===== src/rtl/lpte_pkg.sv =====
// package: types, codes and helpers of the long-press timed enable core
`timescale 1ns / 1ps

package lpte_pkg;

  // width of the saturating time counters
  localparam int TIME_BITS = 32;
  // fixed widths of the register and field values
  localparam int CFG_BITS = 32;
  localparam int SHORT_BITS = 16;
  localparam int CMP_BITS = (TIME_BITS > CFG_BITS) ? TIME_BITS : CFG_BITS;
  localparam int CFG_INDEX_BITS = 3;

  typedef logic [TIME_BITS-1:0] time_t;

  // press phases
  localparam logic [1:0] PH_IDLE    = 2'd0;
  localparam logic [1:0] PH_PRESSED = 2'd1;
  localparam logic [1:0] PH_LONG    = 2'd2;

  // item modes
  localparam logic [1:0] MODE_TICK    = 2'd0;
  localparam logic [1:0] MODE_ENABLE  = 2'd1;
  localparam logic [1:0] MODE_DISABLE = 2'd2;

  // shutdown kinds
  localparam logic [1:0] SHUT_NONE    = 2'd0;
  localparam logic [1:0] SHUT_TIMEOUT = 2'd1;
  localparam logic [1:0] SHUT_SOFT    = 2'd2;

  // register indexes
  localparam logic [CFG_INDEX_BITS-1:0] CFG_LONG_PRESS     = 3'd0;
  localparam logic [CFG_INDEX_BITS-1:0] CFG_REBOOT_PRESS   = 3'd1;
  localparam logic [CFG_INDEX_BITS-1:0] CFG_DEFAULT_WINDOW = 3'd2;
  localparam logic [CFG_INDEX_BITS-1:0] CFG_DEBOUNCE       = 3'd3;
  localparam logic [CFG_INDEX_BITS-1:0] CFG_COOLDOWN       = 3'd4;

  typedef struct packed {
    logic [1:0]          mode;
    logic                button_level;
    logic                radio_ready;
    logic [CFG_BITS-1:0] request_duration;
    logic                feedback_request;
  } item_t;

  typedef struct packed {
    logic                pressed_stable;
    logic                window_open;
    logic                feedback_on;
    logic [CFG_BITS-1:0] remaining_ms;
    logic                start_pulse;
    logic                enable_failed;
    logic [1:0]          shutdown_kind;
    logic                reboot_request;
  } result_t;

  typedef struct packed {
    logic [CFG_BITS-1:0]   long_press_ms;
    logic [CFG_BITS-1:0]   reboot_press_ms;
    logic [CFG_BITS-1:0]   default_window_ms;
    logic [SHORT_BITS-1:0] debounce_ms;
    logic [SHORT_BITS-1:0] cooldown_ms;
  } cfg_t;

  typedef struct packed {
    logic [1:0]            press_phase;
    time_t                 press_elapsed;
    logic                  last_raw;
    logic                  stable_level;
    time_t                 quiet_elapsed;
    logic [SHORT_BITS-1:0] cooldown_left;
    logic                  window_active;
    logic                  feedback_flag;
    time_t                 window_length;
    time_t                 window_elapsed;
  } state_t;

  localparam cfg_t CFG_RESET = '{
    long_press_ms:     32'd3000,
    reboot_press_ms:   32'd10000,
    default_window_ms: 32'd300000,
    debounce_ms:       16'd50,
    cooldown_ms:       16'd500
  };

  localparam state_t STATE_RESET = '{
    press_phase:    PH_IDLE,
    press_elapsed:  '0,
    last_raw:       1'b1,
    stable_level:   1'b1,
    quiet_elapsed:  '0,
    cooldown_left:  '0,
    window_active:  1'b0,
    feedback_flag:  1'b0,
    window_length:  '0,
    window_elapsed: '0
  };

  // counter step that sticks at all ones
  function automatic time_t sat_inc(time_t v);
    return (v == '1) ? v : v + time_t'(1);
  endfunction

  // time counter against a 32-bit limit, both zero extended
  function automatic logic at_least(time_t t, logic [CFG_BITS-1:0] lim);
    return CMP_BITS'(t) >= CMP_BITS'(lim);
  endfunction

  function automatic time_t to_time(logic [CFG_BITS-1:0] v);
    return TIME_BITS'(v);
  endfunction

endpackage


===== src/rtl/lpte_item_if.sv =====
// interfaces: input item channel and result channel
`timescale 1ns / 1ps

interface lpte_item_if;
  logic                 valid;
  logic                 ready;
  lpte_pkg::item_t      payload;

  modport source (output valid, output payload, input ready);
  modport sink (input valid, input payload, output ready);
endinterface

interface lpte_result_if;
  logic                 valid;
  logic                 ready;
  lpte_pkg::result_t    payload;

  modport source (output valid, output payload, input ready);
  modport sink (input valid, input payload, output ready);
endinterface


===== src/rtl/long_press_timed_enable_core.sv =====
// top level: debounced long-press detector with a timed enable window
// path: each item passes the input register, then the result register
// throughput: one item per cycle; a waiting result lets one more item into an empty input
// register, then the input stalls until the result is taken
// reset: synchronous, active high; the configuration registers return to their power-on values,
// both stages empty, press state idle and the window closed
`timescale 1ns / 1ps

module long_press_timed_enable_core (
  input  logic                                 clk,
  input  logic                                 rst,
  lpte_item_if.sink                            item,
  lpte_result_if.source                        result,
  input  logic                                 cfg_we,
  input  logic [lpte_pkg::CFG_INDEX_BITS-1:0]  cfg_index,
  input  logic [lpte_pkg::CFG_BITS-1:0]        cfg_data
);
  import lpte_pkg::*;

  // configuration registers
  cfg_t    cfg;

  // architectural state of the detector and the window
  state_t  st;
  state_t  st_next;

  // input stage
  logic    s1_valid;
  item_t   s1_item;

  // result stage
  logic    res_valid;
  result_t res;
  result_t res_next;

  // the input stage moves on whenever the result register is free or being drained
  logic    advance;

  assign advance     = s1_valid && (!res_valid || result.ready);
  assign item.ready  = !s1_valid || advance;

  assign result.valid   = res_valid;
  assign result.payload = res;

  // all per-tick work sits between the two stages
  lpte_step u_step (
    .st      (st),
    .cfg     (cfg),
    .item    (s1_item),
    .st_next (st_next),
    .res     (res_next)
  );

  // register writes, unknown indexes are dropped
  always_ff @(posedge clk) begin
    if (rst) begin
      cfg <= CFG_RESET;
    end else if (cfg_we) begin
      unique case (cfg_index)
        CFG_LONG_PRESS:     cfg.long_press_ms     <= cfg_data;
        CFG_REBOOT_PRESS:   cfg.reboot_press_ms   <= cfg_data;
        CFG_DEFAULT_WINDOW: cfg.default_window_ms <= cfg_data;
        CFG_DEBOUNCE:       cfg.debounce_ms       <= cfg_data[SHORT_BITS-1:0];
        CFG_COOLDOWN:       cfg.cooldown_ms       <= cfg_data[SHORT_BITS-1:0];
        default: ;
      endcase
    end
  end

  // input register
  always_ff @(posedge clk) begin
    if (rst) begin
      s1_valid <= 1'b0;
    end else if (item.ready) begin
      s1_valid <= item.valid;
    end
  end

  always_ff @(posedge clk) begin
    if (item.valid && item.ready) begin
      s1_item <= item.payload;
    end
  end

  // state commits only when the tick's result is captured
  always_ff @(posedge clk) begin
    if (rst) begin
      st <= STATE_RESET;
    end else if (advance) begin
      st <= st_next;
    end
  end

  // result register
  always_ff @(posedge clk) begin
    if (rst) begin
      res_valid <= 1'b0;
    end else if (advance) begin
      res_valid <= 1'b1;
    end else if (result.ready) begin
      res_valid <= 1'b0;
    end
  end

  always_ff @(posedge clk) begin
    if (advance) begin
      res <= res_next;
    end
  end

endmodule


===== src/rtl/lpte_step.sv =====
// one tick of the press detector and the enable window, combinational
`timescale 1ns / 1ps

module lpte_step (
  input  lpte_pkg::state_t  st,
  input  lpte_pkg::cfg_t    cfg,
  input  lpte_pkg::item_t   item,
  output lpte_pkg::state_t  st_next,
  output lpte_pkg::result_t res
);
  import lpte_pkg::*;

  state_t     s;
  logic       ev_start;
  logic       ev_fail;
  logic [1:0] ev_shutdown;
  logic       ev_reboot;
  logic       pressed;
  time_t      prior;

  always_comb begin
    s           = st;
    ev_start    = 1'b0;
    ev_fail     = 1'b0;
    ev_shutdown = SHUT_NONE;
    ev_reboot   = 1'b0;
    pressed     = 1'b0;
    prior       = '0;

    // time advances
    s.quiet_elapsed = sat_inc(st.quiet_elapsed);
    if (st.press_phase != PH_IDLE) begin
      s.press_elapsed = sat_inc(st.press_elapsed);
    end
    if (st.window_active) begin
      s.window_elapsed = sat_inc(st.window_elapsed);
    end
    if (st.cooldown_left != '0) begin
      s.cooldown_left = st.cooldown_left - 1'b1;
    end

    // software command
    case (item.mode)
      MODE_ENABLE: begin
        s.window_length  = (item.request_duration != '0) ? to_time(item.request_duration)
                                                          : to_time(cfg.default_window_ms);
        s.window_elapsed = '0;
        s.window_active  = item.radio_ready;
        s.feedback_flag  = item.radio_ready & item.feedback_request;
        ev_start         = item.radio_ready;
        ev_fail          = ~item.radio_ready;
      end
      MODE_DISABLE: begin
        if (s.window_active) begin
          s.window_active = 1'b0;
          s.feedback_flag = 1'b0;
          ev_shutdown     = SHUT_SOFT;
        end
      end
      default: ;
    endcase

    // debounce, frozen during cooldown
    if (s.cooldown_left == '0) begin
      prior = s.quiet_elapsed;
      if (item.button_level != s.last_raw) begin
        s.quiet_elapsed = '0;
      end
      if (CMP_BITS'(prior) > CMP_BITS'(cfg.debounce_ms)) begin
        s.stable_level = item.button_level;
      end
      s.last_raw = item.button_level;
      pressed    = ~s.stable_level;
    end

    // press phase
    unique case (s.press_phase)
      PH_IDLE: begin
        if (pressed) begin
          s.press_phase   = PH_PRESSED;
          s.press_elapsed = '0;
        end
      end
      PH_PRESSED: begin
        if (!pressed) begin
          s.press_phase   = PH_IDLE;
          s.cooldown_left = cfg.cooldown_ms;
        end else begin
          if (at_least(s.press_elapsed, cfg.reboot_press_ms)) begin
            ev_reboot = 1'b1;
          end
          if (at_least(s.press_elapsed, cfg.long_press_ms)) begin
            s.press_phase    = PH_LONG;
            s.window_length  = to_time(cfg.default_window_ms);
            s.window_elapsed = '0;
            s.window_active  = item.radio_ready;
            s.feedback_flag  = item.radio_ready;
            ev_start         = ev_start | item.radio_ready;
            ev_fail          = ev_fail | ~item.radio_ready;
          end
        end
      end
      PH_LONG: begin
        if (!pressed) begin
          s.press_phase = PH_IDLE;
        end else if (at_least(s.press_elapsed, cfg.reboot_press_ms)) begin
          ev_reboot = 1'b1;
        end
      end
      default: begin
        s.press_phase = PH_IDLE;
      end
    endcase

    // timeout wins over a soft stop in the same tick
    if (s.window_active && (s.window_elapsed >= s.window_length)) begin
      s.window_active = 1'b0;
      s.feedback_flag = 1'b0;
      ev_shutdown     = SHUT_TIMEOUT;
    end

    st_next            = s;
    res.pressed_stable = (s.cooldown_left == '0) && !s.stable_level;
    res.window_open    = s.window_active;
    res.feedback_on    = s.window_active & s.feedback_flag;
    res.remaining_ms   = s.window_active ? CFG_BITS'(s.window_length - s.window_elapsed) : '0;
    res.start_pulse    = ev_start;
    res.enable_failed  = ev_fail;
    res.shutdown_kind  = ev_shutdown;
    res.reboot_request = ev_reboot;
  end

endmodule


===== src/flat_wrapper.sv =====
// flat-port wrapper written by rule: the top's interface ports become plain ports
module long_press_timed_enable_core_flat import lpte_pkg::*;
  (clk, rst, cfg_we, cfg_index, cfg_data, item_valid, item_payload, item_ready, result_valid, result_payload, result_ready);
  lpte_item_if item_i ();
  lpte_result_if result_i ();
  input  logic clk;
  input  logic rst;
  input  logic cfg_we;
  input  logic [lpte_pkg::CFG_INDEX_BITS-1:0] cfg_index;
  input  logic [lpte_pkg::CFG_BITS-1:0] cfg_data;
  input wire logic [$bits(item_i.valid)-1:0] item_valid;
  input wire logic [$bits(item_i.payload)-1:0] item_payload;
  output wire logic [$bits(item_i.ready)-1:0] item_ready;
  output wire logic [$bits(result_i.valid)-1:0] result_valid;
  output wire logic [$bits(result_i.payload)-1:0] result_payload;
  input wire logic [$bits(result_i.ready)-1:0] result_ready;
  assign item_i.valid = item_valid;
  assign item_i.payload = item_payload;
  assign item_ready = item_i.ready;
  assign result_valid = result_i.valid;
  assign result_payload = result_i.payload;
  assign result_i.ready = result_ready;
  long_press_timed_enable_core u_core (.clk(clk), .rst(rst), .item(item_i), .result(result_i), .cfg_we(cfg_we), .cfg_index(cfg_index), .cfg_data(cfg_data));
endmodule

===== config.mk =====
export PLATFORM = sky130hd
export DESIGN_NAME = long_press_timed_enable_core_flat
export DESIGN_NICKNAME = d
export VERILOG_FILES = /design/src/rtl/lpte_pkg.sv /design/src/rtl/lpte_item_if.sv /design/src/rtl/long_press_timed_enable_core.sv /design/src/rtl/lpte_step.sv /design/src/flat_wrapper.sv
export SDC_FILE = /design/constraint.sdc
export NUM_CORES = 1
export LEC_CHECK = 0
export BUFFER_PORTS_ARGS = -buffer_cell sky130_fd_sc_hd__buf_2
export CORE_MARGIN = 2
export CORE_UTILIZATION = 45
export CTS_CLUSTER_SIZE = 24
export DETAILED_ROUTE_END_ITERATION = 12
export PLACE_DENSITY = 0.68
export SLEW_MARGIN = 25
export SYNTH_ARGS = -nofsm -noshare
export SYNTH_HDL_FRONTEND = slang
export SYNTH_SLANG_ARGS = --single-unit

===== constraint.sdc =====
create_clock -name clk -period 16.5 [get_ports clk]
set_input_delay 3.3 -clock clk [delete_from_list [all_inputs] [get_ports clk]]
set_output_delay 3.3 -clock clk [all_outputs]
set_load 0.03 [all_outputs]

# Word-level counts from Yosys, hierarchy flattened
# Index checks and enable logic that the tools add are counted.
[op_classes]
bitwise = 7
reduce_logical = 27
order_cmp = 4
eq_ne = 15
n_addsub = 5
mux = 39
[op_table]
columns = ["cell", "count"]
rows = [
  ["$mux W32", 8],
  ["$mux W66", 2],
  ["$add A32 B1 Y32 const B", 3],
  ["$eq A32 B32 Y1 const B", 3],
  ["$ge A32 B32 Y1", 3],
  ["$mux W82", 1],
  ["$mux W64", 1],
  ["$mux W34", 1],
  ["$mux W33", 1],
  ["$gt A32 B16 Y1", 1],
  ["$logic_not A16 Y1", 2],
  ["$mux W16", 2],
  ["$reduce_bool A32 Y1", 1],
  ["$sub A32 B32 Y32", 1],
  ["$mux W1", 16],
  ["$reduce_bool A16 Y1", 1],
  ["$sub A16 B1 Y16 const B", 1],
  ["$reduce_and A2 Y1", 7],
  ["$mux W2", 5],
  ["$eq A3 B2 Y1 const B", 2],
  ["$pmux W2 S3", 1],
  ["$eq A2 B1 Y1 const B", 2],
  ["$eq A2 B2 Y1 const B", 2],
  ["$logic_and A1 B1 Y1", 4],
  ["16 further kinds", 26],
]
[word_totals]
input_bits = 77
reg_bits = 357
elab_cells = 128
out_inout_bits = 42

# Longest topological paths before layout
[logic_depth]
depth_word = 13
ltp_mapped = 36
depth_no_buf = 31

# By module
# Synthesis repeated with hierarchy kept, for this count alone.
[unflattened]
hier_cells = 2572
area_unflattened_um2 = 22003.6
[modules_own_cells]
columns = ["module", "cells_per_inst", "instances", "area_per_inst_um2", "seq_area_each_um2"]
rows = [
  ["long_press_timed_enable_core", 1290, 1, 13479.2, 7917.6],
  ["lpte_step", 1282, 1, 8524.4, 0.0],
]

# Worst setup path before layout
# OpenSTA, ideal clock, no wires.
[synth_timing]
path_type = "reg2reg"
from = "register u_core.st[82] (netlist name)"
to = "register u_core.res (netlist bit u_core.result.payload[37]) (data pin)"
synth_period_minus_slack_ps = 7412
setup_time_ps = 259
arrival_time_ps = 7153
required_ps = 16241
path_buffers = 5
path_stages_with_launch = 34
setup_slack_ps = 9088
cell_sequence = "dfxtp_1 > ha_1 > and3_1 > and4_1 > clkbuf_1 > nand3_1 > nand4_1 > nor3_1 > nand4_1 > xnor2_1 > ha_1 > nand4_1 > nor4_1 > nor3_1 > o31a_1 > nor4_1 > nand4_1 > a41oi_1 > buf_2 > buf_1 > nand2_1 > fa_1 > a211oi_1 > o21ai_0 > nand3_1 > a31oi_1 > o211ai_1 > nand2_1 > a211oi_1 > a41o_1 > a21o_1 > buf_2 > buf_2 > nor2_1"
[synth_lines]
columns = ["element", "line", "rtl"]
rows = [
  ["end signal, assigned", "long_press_timed_enable_core.sv:107", "res <= res_next;"],
  ["end, declared", "long_press_timed_enable_core.sv:33", "result_t res;"],
]

# Worst setup path after layout
[layout_timing]
from = "register u_core.st[82] (netlist name)"
to = "register u_core.res (netlist bit u_core.result.payload[10]) (data pin)"
[layout_between]
elab_chain_len = 12
word_cells_on_any_way = 14
cone_classes = "2 x add/sub; 2 x order compare; 1 x eq/ne; 7 x mux; 1 x bitwise; 1 x reduce/logical"
[layout_rtl]
columns = ["element", "line", "rtl"]
rows = [
  ["$add A32 B1 Y32 or $eq A32 B32 Y1 (tied branches)", "lpte_pkg.sv:101", "return (v == '1) ? v : v + time_t'(1);"],
  ["$mux W32 (*)", "lpte_pkg.sv:101", ""],
  ["$gt A32 B16 Y1 (*)", "lpte_step.sv:69", "if (CMP_BITS'(prior) > CMP_BITS'(cfg.debounce_ms)) begin"],
  ["$mux W1 (*)", "lpte_step.sv:69", ""],
  ["$mux W1 (*)", "lpte_step.sv:64", "if (s.cooldown_left == '0) begin"],
  ["$not A1 Y1 (*)", "lpte_step.sv:73", "pressed = ~s.stable_level;"],
  ["$mux W1 (*)", "lpte_step.sv:64", ""],
  ["$mux W66 (*)", "lpte_step.sv:85", "if (!pressed) begin"],
  ["$mux W82 (*)", "lpte_step.sv:77", "unique case (s.press_phase)"],
  ["$ge A32 B32 Y1", "lpte_step.sv:116", "if (s.window_active && (s.window_elapsed >= s.window_length)) begin"],
  ["$logic_and A1 B1 Y1", "lpte_step.sv:116", ""],
  ["$mux W2", "lpte_step.sv:116", ""],
]
# Mark *: on every way between the ends. The rest lies on a longest branch, timed or not. The select of a mux whose other input is x is not followed.
# A chain may end at the register's enable or synchronous reset.

==> impl_metrics.env <==
export IMPL_status="completed"
export IMPL_cts_resized_gates=0
export IMPL_period_share_pct=55.3
export IMPL_critical_path_max_stage_delay_ns=0.54
export IMPL_cts_max_path_buffers=3
export IMPL_hpwl_um=39800
export IMPL_ys_async_sr_fraction_pct=0
export IMPL_slew_violations=0
export IMPL_vdd_drop_max_mv=0.0905
export IMPL_cts_tree="yes"
export IMPL_seq_area_sq_mm=0.00792
export IMPL_drc=0
export IMPL_numCtsBuffers=42
export IMPL_fp_row_count=77
export IMPL_grt_max_degree=121
export IMPL_p_leak_uw=0.00863
export IMPL_synth_distinct_cells=80
export IMPL_ys_top_cells_by_area="dfxtp_1 28%, edfxtp_1 11%, ha_1 7.4%"
export IMPL_synth_edf_count=77
export IMPL_end_kind="flop"
export IMPL_cp_common_cell="nand4_1"
export IMPL_grt_pass1_vias=17300
export IMPL_fp_dieH_um=217
export IMPL_min_from="u_core.cfg[83]"
export IMPL_io_buffers=118
export IMPL_synth_area_sq_mm=0.0204
export IMPL_worst_pin_slew_ns=1.05
export IMPL_diodes=0
export IMPL_fmax_ghz=0.110
export IMPL_powerDensity_mw_per_mm2=111
export IMPL_antenna_left=0
export IMPL_grt_pass1_wl_um=91400
export IMPL_dieWidth_um=217
export IMPL_cts_root_buf="clkbuf_16"
export IMPL_h_tree_depth=2
export IMPL_critPathArrivalTime_ns=9.40
export IMPL_worstRegToRegCells=33
export IMPL_clkSinkCount=357
export IMPL_core_sq_mm=0.0444
export IMPL_cp_max_fo=36
export IMPL_avgSynthCellArea_sq_um=8.30
export IMPL_yosysTopAreaCell="dfxtp_1"
export IMPL_synth_warnings=0
export IMPL_yosysSeqAreaShare_pct=38.9
export IMPL_gp_congestion=0.913
export IMPL_die_area_sq_mm=0.0470
export IMPL_antenna_found_initial=0
export IMPL_grt_use_total_pct=23.9
export IMPL_finalClockSkew_ns=0.0338
export IMPL_ff2ff_setup_slack_ns=7.37
export IMPL_yosysMostFrequentCell="nand2_1"
export IMPL_vias=17933
export IMPL_rsz0062_at_grt="no"
export IMPL_synthTopCellsByCount="389 x nand2_1, 280 x dfxtp_1, 247 x a21oi_1"
export IMPL_clkTransAtPathRegs_ns=0.06
export IMPL_ios=119
export IMPL_r2r_end="u_core.result.payload[10]"
export IMPL_worstSetupPathType="reg -> reg"
export IMPL_fin_nets=2692
export IMPL_final_layout_size_suffix_gt1_share_pct=10.7
export IMPL_cap_viol_max_count=0
export IMPL_min_path_cells=2
export IMPL_cts_setup_buffers=0
export IMPL_reg2reg_from="u_core.st[82]"
export IMPL_required_ns=16.77
export IMPL_clkLatencyLatePin_ns=0.58
export IMPL_postLayoutCellArea_sq_mm=0.0226
export IMPL_netlist_area_leader_share_pct=27.5
export IMPL_start_kind="flop"
export IMPL_overflow=0
export IMPL_max_slew_margin_pct=29.8
export IMPL_placed_cell_area_sq_mm=0.0213
export IMPL_area_growth_pct=11.0
export IMPL_nFillCells=4167
export IMPL_setup_violations=0
export IMPL_via_per_inst=5.76
export IMPL_cpMaxStageDelayCell="nor4_1"
export IMPL_hold_viol=0
export IMPL_cts_hold_buffers_added=0
export IMPL_multiInputGateArea_sq_mm=0.0115
export IMPL_syn_nets=2652
export IMPL_synthCells=2453
export IMPL_ys_ff_latch=357
export IMPL_hold_end="u_core.cfg[83]"
export IMPL_wl_um=56900
export IMPL_drtIter0Drc=1752
export IMPL_drt_pass1_iterations=6
export IMPL_initial_utilization_pct=45.9
export IMPL_fin_setup_tns_ns=0
export IMPL_min_path_type="reg -> reg"
export IMPL_synthFlopType="dfxtp_1"
export IMPL_min_period_ns=9.13
export IMPL_wl_per_cell_um=18.3
## flip-flops by register name (all words and copies together) (netlist names)
name	flops
u_core.st	150
u_core.cfg	128
u_core.result.payload	40
u_core.s1_item	37
u_core.result.valid	1
u_core.s1_valid	1
## where the power goes
part / internal, uW / total, uW / switching (uW)
Combinational: 245 / 657 / 412
Sequential: 933 / 973 / 40.5
Clock: 515 / 886 / 372
Total: 1690 / 2520 / 825
## worst max-delay path by stage
stage	slack (ns)	from	depth (start not counted)	to
floorplan	9.09	u_core.st[82]	33	u_core.result.payload[37]
global placement	7.36	u_core.st[82]	33	u_core.result.payload[31]
detailed placement	7.11	u_core.st[82]	33	u_core.result.payload[32]
CTS	7.07	u_core.st[82]	33	u_core.result.payload[10]
global route	6.37	u_core.st[82]	33	u_core.result.payload[32]
finish	7.37	u_core.st[82]	33	u_core.result.payload[10]
## critical path: cells and delay by family (launching register included)
family / cells / cell delay [ns]
and+or+nand+nor: 14 / 3.69
DFF: 1 / 0.36
adders and majority gates: 4 / 1.20
buffers and inverters: 3 / 0.74
xor gates and xnor gates: 1 / 0.17
AOI/OAI and AO/OA: 11 / 2.66
## layout by cell type, fill, tap and decap left out, types with 16 or more instances in the layout
master,count
and4_1,18
clkbuf_16,43
nand4_1,51
buf_2,117
a22o_1,32
o21a_1,35
nor4_1,21
nand2b_1,21
a22oi_1,21
xor2_1,37
dfxtp_1,280
nand3b_1,48
inv_1,110
nand2_1,388
nor3_1,41
o21ai_0,92
xnor2_1,69
edfxtp_1,77
nor2_1,209
and2_1,16
a21oi_1,247
ha_1,120
and3_1,30
a21o_1,31
mux2_2,37
or3_1,24
nand3_1,67
a211oi_1,20
## cells by family (layout without fill, tap and decap cells)
kind of cell | count (synthesis) | in the layout | share of synthesized area, %
mux | 48 | 48 | 2.59
buf+inv | 248 | 318 | 4.83
flops | 357 | 357 | 38.9
xor+xnor | 106 | 106 | 4.56
fa+ha+maj | 122 | 122 | 7.53
compound gates | 589 | 589 | 18.3
simple gates | 983 | 983 | 23.3
## final cells by class
type | count | share of cell area (%)
inverters | 111 | 1.85
flip-flops and latches | 357 | 35.0
well taps | 592 | 3.28
multi-input cells | 1848 | 51.0
clock inverters | 12 | 0.288
clock buffers | 62 | 5.44
repair buffers | 133 | 3.15
## layer usage
| metal | vias up | wire length [um] | track usage (%) |
|---|---|---|---|
| met5 | - | 0 | 0 |
| met4 | 0 | 1920 | 8.81 |
| met3 | 116 | 3770 | 3.48 |
| met2 | 557 | 25900 | 38.9 |
| met1 | 8458 | 25300 | 32.3 |
| li1 | 8802 | - | - |
## stage by stage
stage	utilization (%)	cells	hold WS, ns	setup slack, ns	total power [uW]
floorplan	-	2453	0.436	9.09	1490
global placement	48.0	3041	0.443	7.36	1630
detailed placement	48.0	3041	0.446	7.11	1640
CTS	50.9	3115	0.454	7.07	2520
global route	50.9	3115	0.466	6.37	2640
finish	50.9	3115	0.452	7.37	2520
No activity file was read; power rests on OpenSTA's default activity.
